[config.mk]
export PLATFORM = sky130hd
export DESIGN_NAME = base64_stream_codec
export DESIGN_NICKNAME = d
export VERILOG_FILES = /design/src/sv/b64sc_pkg.sv /design/src/sv/base64_stream_codec.sv /design/src/sv/b64sc_core.sv
export SDC_FILE = /design/constraint.sdc
export NUM_CORES = 1
export LEC_CHECK = 0
export BUFFER_PORTS_ARGS = -buffer_cell sky130_fd_sc_hd__buf_2
export CELL_PAD_IN_SITES_DETAIL_PLACEMENT = 0
export CELL_PAD_IN_SITES_GLOBAL_PLACEMENT = 1
export CORE_UTILIZATION = 35
export DETAILED_ROUTE_END_ITERATION = 12
export PLACE_DENSITY_LB_ADDON = 0.2
export RECOVER_POWER = 25
export SETUP_SLACK_MARGIN = 0.3
export SKIP_LAST_GASP = 1
export SLEW_MARGIN = 10
export SYNTH_ARGS = -nofsm -noshare
export SYNTH_HDL_FRONTEND = slang
export SYNTH_SLANG_ARGS = --single-unit
[constraint.sdc]
create_clock -name clk -period 3.5 [get_ports clk]
set_input_delay 1.05 -clock clk [delete_from_list [all_inputs] [get_ports clk]]
set_output_delay 1.05 -clock clk [all_outputs]
set_load 0.05 [all_outputs]
[src/sv/b64sc_pkg.sv]
`timescale 1ns / 1ps
`default_nettype none

package b64sc_pkg;

  // carry counts (bits held)
  localparam logic [2:0] CNT_NONE = 3'd0;
  localparam logic [2:0] CNT_TWO  = 3'd2;
  localparam logic [2:0] CNT_FOUR = 3'd4;
  localparam logic [2:0] CNT_SIX  = 3'd6;

  // direction register values
  localparam logic DIR_ENCODE = 1'b0;
  localparam logic DIR_DECODE = 1'b1;

  // alphabet anchors
  localparam logic [7:0] CH_UPPER_A = 8'h41;
  localparam logic [7:0] CH_UPPER_Z = 8'h5a;
  localparam logic [7:0] CH_LOWER_A = 8'h61;
  localparam logic [7:0] CH_LOWER_Z = 8'h7a;
  localparam logic [7:0] CH_DIGIT_0 = 8'h30;
  localparam logic [7:0] CH_DIGIT_9 = 8'h39;
  localparam logic [7:0] CH_PLUS    = 8'h2b;
  localparam logic [7:0] CH_SLASH   = 8'h2f;

  localparam logic [7:0] SYM_LOWER_BASE = 8'd26;
  localparam logic [7:0] SYM_DIGIT_BASE = 8'd52;
  localparam logic [7:0] SYM_PLUS       = 8'd62;
  localparam logic [7:0] SYM_SLASH      = 8'd63;
  localparam logic [7:0] SYM_BAD        = 8'hff;

  // results of one item: up to two values
  typedef struct packed {
    logic [1:0] n;
    logic [7:0] v0;
    logic [7:0] v1;
    logic       bad;
  } b64sc_res_t;

  // 6-bit symbol to ASCII character
  function automatic logic [7:0] char_of_sym(input logic [5:0] v);
    logic [7:0] w;
    w = {2'b00, v};
    if (w < SYM_LOWER_BASE)      return CH_UPPER_A + w;
    else if (w < SYM_DIGIT_BASE) return CH_LOWER_A + (w - SYM_LOWER_BASE);
    else if (w < SYM_PLUS)       return CH_DIGIT_0 + (w - SYM_DIGIT_BASE);
    else if (w == SYM_PLUS)      return CH_PLUS;
    else                         return CH_SLASH;
  endfunction

  // ASCII character to symbol, all ones when outside the alphabet
  function automatic logic [7:0] sym_of_char(input logic [7:0] c);
    if (c >= CH_UPPER_A && c <= CH_UPPER_Z)      return c - CH_UPPER_A;
    else if (c >= CH_LOWER_A && c <= CH_LOWER_Z) return c - CH_LOWER_A + SYM_LOWER_BASE;
    else if (c >= CH_DIGIT_0 && c <= CH_DIGIT_9) return c - CH_DIGIT_0 + SYM_DIGIT_BASE;
    else if (c == CH_PLUS)                       return SYM_PLUS;
    else if (c == CH_SLASH)                      return SYM_SLASH;
    else                                         return SYM_BAD;
  endfunction

endpackage

`default_nettype wire

[src/sv/base64_stream_codec.sv]
`timescale 1ns / 1ps
`default_nettype none
// An accepted item passes through the input register, then the result register
// that presents its first result. Throughput: one item per cycle while each item
// gives at most one result and the output is not stalled; an item that gives two
// characters holds back the next item until its second character is taken.
// Reset (rst, synchronous): direction goes to encode, carry cleared, both
// the input register and the two-entry result register empty.

module base64_stream_codec (
  input  wire        clk,
  input  wire        rst,
  input  wire        cfg_wen,
  input  wire        cfg_wdata,
  input  wire        s_tvalid,
  output logic       s_tready,
  input  wire  [7:0] s_tdata,   // [7:0] in_byte
  input  wire        s_tlast,   // msg_end
  output logic       m_tvalid,
  input  wire        m_tready,
  output logic [7:0] m_tdata,   // [7:0] out_value
  output logic       m_tlast,   // out_last
  output logic       m_tuser    // [0] bad_char
);

  logic                   in_full;
  logic [7:0]             in_byte;
  logic                   in_end;
  logic [1:0]             out_cnt;
  logic [7:0]             val0, val1;
  logic                   last0, last1;
  logic                   bad0, bad1;
  logic                   take;
  logic                   load;
  logic                   room;
  b64sc_pkg::b64sc_res_t  res;

  b64sc_core u_core (
    .clk       (clk),
    .rst       (rst),
    .cfg_wen   (cfg_wen),
    .cfg_wdata (cfg_wdata),
    .step      (load),
    .in_byte   (in_byte),
    .msg_end   (in_end),
    .res       (res)
  );

  // handshake
  assign take     = m_tvalid && m_tready;
  assign room     = (out_cnt == 2'd0) || (out_cnt == 2'd1 && take);
  assign load     = in_full && (room || res.n == 2'd0);
  assign s_tready = !in_full || load;

  assign m_tvalid = out_cnt != 2'd0;
  assign m_tdata  = val0;
  assign m_tlast  = last0;
  assign m_tuser  = bad0;

  // input register
  always_ff @(posedge clk) begin
    if (rst) begin
      in_full <= 1'b0;
    end else if (s_tvalid && s_tready) begin
      in_full <= 1'b1;
    end else if (load) begin
      in_full <= 1'b0;
    end
  end

  always_ff @(posedge clk) begin
    if (s_tvalid && s_tready) begin
      in_byte <= s_tdata;
      in_end  <= s_tlast;
    end
  end

  // result register, two entries
  always_ff @(posedge clk) begin
    if (rst) begin
      out_cnt <= 2'd0;
    end else if (load && res.n != 2'd0) begin
      out_cnt <= res.n;
    end else if (take) begin
      out_cnt <= out_cnt - 2'd1;
    end
  end

  always_ff @(posedge clk) begin
    if (load && res.n != 2'd0) begin
      val0  <= res.v0;
      last0 <= (res.n == 2'd1);
      bad0  <= res.bad;
      val1  <= res.v1;
      last1 <= 1'b1;
      bad1  <= res.bad;
    end else if (take) begin
      val0  <= val1;
      last0 <= last1;
      bad0  <= bad1;
    end
  end

  a_cnt_range: assert property (@(posedge clk) disable iff (rst) out_cnt != 2'd3)
    else $error("result register over full");
  a_load_shows: assert property (@(posedge clk) disable iff (rst)
    load && res.n != 2'd0 |=> m_tvalid)
    else $error("loaded result not presented");
  a_pair_last: assert property (@(posedge clk) disable iff (rst)
    out_cnt == 2'd2 |-> !last0 && last1)
    else $error("last mark misplaced in a result pair");

endmodule

`default_nettype wire

[src/sv/b64sc_core.sv]
`timescale 1ns / 1ps
`default_nettype none

module b64sc_core (
  input  wire                     clk,
  input  wire                     rst,
  input  wire                     cfg_wen,
  input  wire                     cfg_wdata,
  input  wire                     step,
  input  wire  [7:0]              in_byte,
  input  wire                     msg_end,
  output b64sc_pkg::b64sc_res_t   res
);

  logic       direction;
  logic [7:0] carry_bits;
  logic [2:0] carry_count;
  logic [7:0] carry_bits_next;
  logic [2:0] carry_count_next;
  logic [7:0] sym;

  assign sym = b64sc_pkg::sym_of_char(in_byte);

  // results and carry update for the item at the input
  always_comb begin
    res              = '0;
    carry_bits_next  = carry_bits;
    carry_count_next = carry_count;
    if (direction == b64sc_pkg::DIR_ENCODE) begin
      unique case (carry_count)
        b64sc_pkg::CNT_TWO: begin
          res.n  = 2'd1;
          res.v0 = b64sc_pkg::char_of_sym({carry_bits[1:0], in_byte[7:4]});
          carry_bits_next  = {4'b0000, in_byte[3:0]};
          carry_count_next = b64sc_pkg::CNT_FOUR;
          if (msg_end) begin
            res.n  = 2'd2;
            res.v1 = b64sc_pkg::char_of_sym({in_byte[3:0], 2'b00});
          end
        end
        b64sc_pkg::CNT_FOUR: begin
          res.n  = 2'd2;
          res.v0 = b64sc_pkg::char_of_sym({carry_bits[3:0], in_byte[7:6]});
          res.v1 = b64sc_pkg::char_of_sym(in_byte[5:0]);
          carry_bits_next  = '0;
          carry_count_next = b64sc_pkg::CNT_NONE;
        end
        default: begin
          res.n  = 2'd1;
          res.v0 = b64sc_pkg::char_of_sym(in_byte[7:2]);
          carry_bits_next  = {6'b000000, in_byte[1:0]};
          carry_count_next = b64sc_pkg::CNT_TWO;
          if (msg_end) begin
            res.n  = 2'd2;
            res.v1 = b64sc_pkg::char_of_sym({in_byte[1:0], 4'b0000});
          end
        end
      endcase
    end else begin
      res.bad = (sym == b64sc_pkg::SYM_BAD);
      unique case (carry_count)
        b64sc_pkg::CNT_TWO: begin
          res.n  = 2'd1;
          res.v0 = {carry_bits[1:0], 6'b000000} | sym;
          carry_bits_next  = '0;
          carry_count_next = b64sc_pkg::CNT_NONE;
        end
        b64sc_pkg::CNT_FOUR: begin
          res.n  = 2'd1;
          res.v0 = {carry_bits[3:0], 4'b0000} | {2'b00, sym[7:2]};
          carry_bits_next  = {6'b000000, sym[1:0]};
          carry_count_next = b64sc_pkg::CNT_TWO;
        end
        b64sc_pkg::CNT_SIX: begin
          res.n  = 2'd1;
          res.v0 = {carry_bits[5:0], 2'b00} | {4'b0000, sym[7:4]};
          carry_bits_next  = {4'b0000, sym[3:0]};
          carry_count_next = b64sc_pkg::CNT_FOUR;
        end
        default: begin
          carry_bits_next  = sym;
          carry_count_next = b64sc_pkg::CNT_SIX;
        end
      endcase
    end
    // message end clears the carry
    if (msg_end) begin
      carry_bits_next  = '0;
      carry_count_next = b64sc_pkg::CNT_NONE;
    end
  end

  // direction and carry registers; a direction write clears the carry
  always_ff @(posedge clk) begin
    if (rst) begin
      direction   <= b64sc_pkg::DIR_ENCODE;
      carry_bits  <= '0;
      carry_count <= b64sc_pkg::CNT_NONE;
    end else if (cfg_wen) begin
      direction   <= cfg_wdata;
      carry_bits  <= '0;
      carry_count <= b64sc_pkg::CNT_NONE;
    end else if (step) begin
      carry_bits  <= carry_bits_next;
      carry_count <= carry_count_next;
    end
  end

  a_count_even: assert property (@(posedge clk) disable iff (rst) carry_count[0] == 1'b0)
    else $error("carry count holds an odd number of bits");
  a_decode_one: assert property (@(posedge clk) disable iff (rst)
    direction == b64sc_pkg::DIR_DECODE |-> res.n != 2'd2 && res.n != 2'd3)
    else $error("decode gives more than one byte");
  a_encode_some: assert property (@(posedge clk) disable iff (rst)
    direction == b64sc_pkg::DIR_ENCODE |-> res.n != 2'd0 && !res.bad)
    else $error("encode gives no character or flags a bad character");

endmodule

`default_nettype wire

==> impl_metrics.py <==
metrics = {
    "worst_setup_path": {
        "cp-end-kind": "flip-flop",
        "path_class": "reg -> reg",
        "start_kind": "flip-flop",
        "worstRegToRegCells": 10,
        "worst_ep_required_time_ns": 3.55,
        "rr_startpoint": "in_byte[5]$_DFFE_PP_",
        "rr_endpoint": "m_tuser$_DFFE_PP_",
        "cp_data_arrival_time_ns": 3.15,
        "crit_fanout": 16,
        "reg2reg_slack_ns": 0.40,
    },
    "floorplan": {
        "fp-row-count": 43,
        "boundaryPins": 27,
        "initial_core_util_pct": 36.1,
        "die_area_um2": 14900,
        "dieHeight_um": 122,
        "die_w_um": 122,
        "core_area_um2": 14000,
    },
    "synth": {
        "ys_seq_area_share_pct": 21.4,
        "synth_edf_count": 28,
        "syn_area_um2": 5040,
        "syn_inst": 643,
        "synth_cell_types": 74,
        "async_reset_ff_share_pct": 0,
        "yosysMostFrequentCell": "nand2_1",
        "syn_nets": 710,
        "yosys.area.top_type": "edfxtp_1",
        "synthTopCellsByArea": "edfxtp_1, ha_1, xnor2_1",
        "synth-seq-cells": 40,
        "synth_top_area_share_pct": 16.7,
        "yosysWarnings": 0,
        "syn_area_per_cell_um2": 7.85,
        "synthTopCellsByCount": "nand2_1, ha_1, a21oi_1",
        "ys.flop_type": "edfxtp_1",
    },
    "clock_network": {
        "clk_pin_slew_ns": 0.07,
        "cts.htree.levels": 2,
        "clock-root-buffer": "clkbuf_16",
        "cts_made_buffers": 5,
        "cts.sinks": 40,
        "cts_buffer_depth": 2,
        "ctsHoldBuffers": 0,
        "clkLatencyLatePin_ns": 0.30,
        "cts_tree": "done",
    },
    "power_and_ir_drop": {
        "power.share.sequential_pct": 28.6,
        "peakVddDrop_mv": 0.186,
        "clkPwrFrac_pct": 25.4,
        "power.total_mw": 2.21,
        "p_leak_nw": 2.20,
        "p_sw_mw": 0.927,
        "powerDensity_nw_per_um2": 380,
        "p_comb_share_pct": 46.0,
        "sw_frac_of_total_pct": 41.9,
        "p_int_mw": 1.29,
    },
    "route": {
        "dr.first_iter.drc_count": 514,
        "dr.pass1.iters": 9,
        "ant_nets": 0,
        "via_per_inst": 5.94,
        "via_count": 5178,
        "drt-total-wl_mm": 18.3,
        "drc": 0,
        "avgRoutedWirePerCell_um": 21.0,
    },
    "flow_run": {
        "cap_violations": 0,
    },
    "final_layout": {
        "diodes": 0,
        "final_cells": 872,
        "nets": 758,
        "drive_gt1_share_pct": 15.3,
        "fill_cells": 1482,
        "areaGrowthSynthToFinish_pct": 15.4,
    },
    "sta": {
        "layout_min_cycle_time_ns": 3.10,
        "rsz0062_at_grt": "false",
        "fmax_mhz": 323,
        "worst_pin_slew_ns": 0.683,
        "fin_crit_sh_pct": 88.5,
        "tns_ns": 0,
        "hold_violations": 0,
        "fin_worst_skew_ns": 0.00980,
        "relSlewSlack_pct": 54.3,
        "setup_viol": 0,
        "maxSlewViolCount": 0,
    },
    "global_routing": {
        "antenna_found_initial": 0,
        "grt_pass1_vias": 4715,
        "grt_max_degree": 21,
        "grt_pass1_wl_mm": 27.8,
        "grt_use_total_pct": 24.9,
        "gr-total-overflow": 0,
    },
    "place": {
        "gp_congestion": 0.897,
        "io_buffers": 26,
        "place_inst": 856,
        "dp_hpwl_mm": 14.1,
    },
    "min_path": {
        "hp-start": "out_cnt[1]$_SDFFE_PP0P_",
        "hold_depth": 2,
        "hold_end": "out_cnt[1]$_SDFFE_PP0P_",
        "hold_class": "reg -> reg",
    },
    "outcome": {
        "outcome": "finished, final reports clean",
    },
}
-- critical path, stage by stage (launching register included) --
cell,delay (ns)
edfxtp_1,0.44
buf_4,0.25
ha_2,0.26
and4b_4,0.20
o211a_1,0.25
a21oi_4,0.23
nand2_2,0.11
o221a_2,0.28
o31a_1,0.36
and4_4,0.20
mux2_4,0.25
-- flip-flops by register name, indices dropped and copies added (netlist names) --
name and count:
m_tuser 1, m_tlast 1, bad1 1, in_full 1
u_core.direction 1, in_byte 8, u_core.carry_count 2, in_end 1
m_tdata 8, out_cnt 2, val1 8, u_core.carry_bits 6
-- cell families after synthesis --
group / share of synthesized area (%)
compound gates: 27.4
xor+xnor: 9.38
buf+inv: 5.73
fa+ha+maj: 12.9
simple gates: 21.5
mux: 1.71
flops: 21.4
-- worst max path at each step --
stage               slack [ns]  depth (start not counted)                 start              endpoint
floorplan                 0.52                         10  in_byte[5]$_DFFE_PP_  m_tdata[1]$_DFFE_PP_
global placement          0.20                          9  in_byte[6]$_DFFE_PP_  m_tdata[3]$_DFFE_PP_
detailed placement        0.18                          9  in_byte[3]$_DFFE_PP_     m_tuser$_DFFE_PP_
CTS                       0.31                          9  in_byte[5]$_DFFE_PP_     m_tuser$_DFFE_PP_
global route              0.30                         10  in_byte[0]$_DFFE_PP_  m_tdata[1]$_DFFE_PP_
finish                    0.40                         10  in_byte[5]$_DFFE_PP_     m_tuser$_DFFE_PP_
-- metrics by stage --
step / cell area, um2 / worst slack [ns] / utilization, % / hold WS [ns]
2_1_floorplan: 5040 / 0.518 / - / 0.473
3_3_place_gp: 5550 / 0.200 / 39.7 / 0.494
3_5_place_dp: 5550 / 0.181 / 39.7 / 0.505
4_1_cts: 5740 / 0.308 / 41.1 / 0.517
5_1_grt: 5820 / 0.296 / 41.6 / 0.554
6_report: 5820 / 0.403 / 41.6 / 0.510
-- routing by layer --
layer / wire [um] / up-vias / GRT usage, %
met4: 478 / 0 / 7.62
met5: 0 / - / 0
met3: 990 / 28 / 3.00
li1: - / 2483 / -
met2: 8280 / 185 / 39.1
met1: 8560 / 2482 / 35.4
-- repair_timing --
item                                    4_1_cts  5_1_grt
setup buffers                                 0        8
gates cloned                                  0        0
endpoints found under the setup margin        4        8
resized for setup                             5       11
-- layout by cell type (no fill, tap or decap), types with 5 or more instances in the layout --
cell / n
dfxtp_1: 12
buf_4: 51
a31oi_1: 14
nand2b_1: 11
nand2_1: 62
xor2_1: 15
clkbuf_16: 7
nor3b_1: 5
edfxtp_1: 28
nand4_1: 7
a22oi_1: 7
ha_1: 49
or3_1: 5
o211ai_1: 11
inv_1: 25
nor2_1: 47
a21oi_1: 50
clkbuf_1: 10
nor2b_1: 11
inv_2: 5
a211oi_1: 13
nor3_1: 20
xnor2_1: 39
buf_2: 17
o21ai_0: 40
a221oi_1: 5
nand3_1: 23
mux2i_1: 6
-- final cells by class --
| type | instances | area [um2] | area share, % |
|---|---|---|---|
| Timing Repair Buffer | 77 | 502 | 8.62 |
| Inverter | 32 | 124 | 2.13 |
| Multi-Input combinational cell | 535 | 3710 | 63.7 |
| Sequential cell | 40 | 1080 | 18.6 |
| Clock buffer | 8 | 179 | 3.07 |
| Tap cell | 180 | 225 | 3.87 |
-- power by group through the flow --
stage	logic, mW	registers, mW	clock network (mW)
CTS	1.00	0.634	0.573
floorplan	0.594	0.741	0
global placement	0.993	0.643	0
detailed placement	0.996	0.644	0
finish	1.02	0.632	0.563
global route	1.11	0.640	0.587
(Power assumes the default switching activity.)
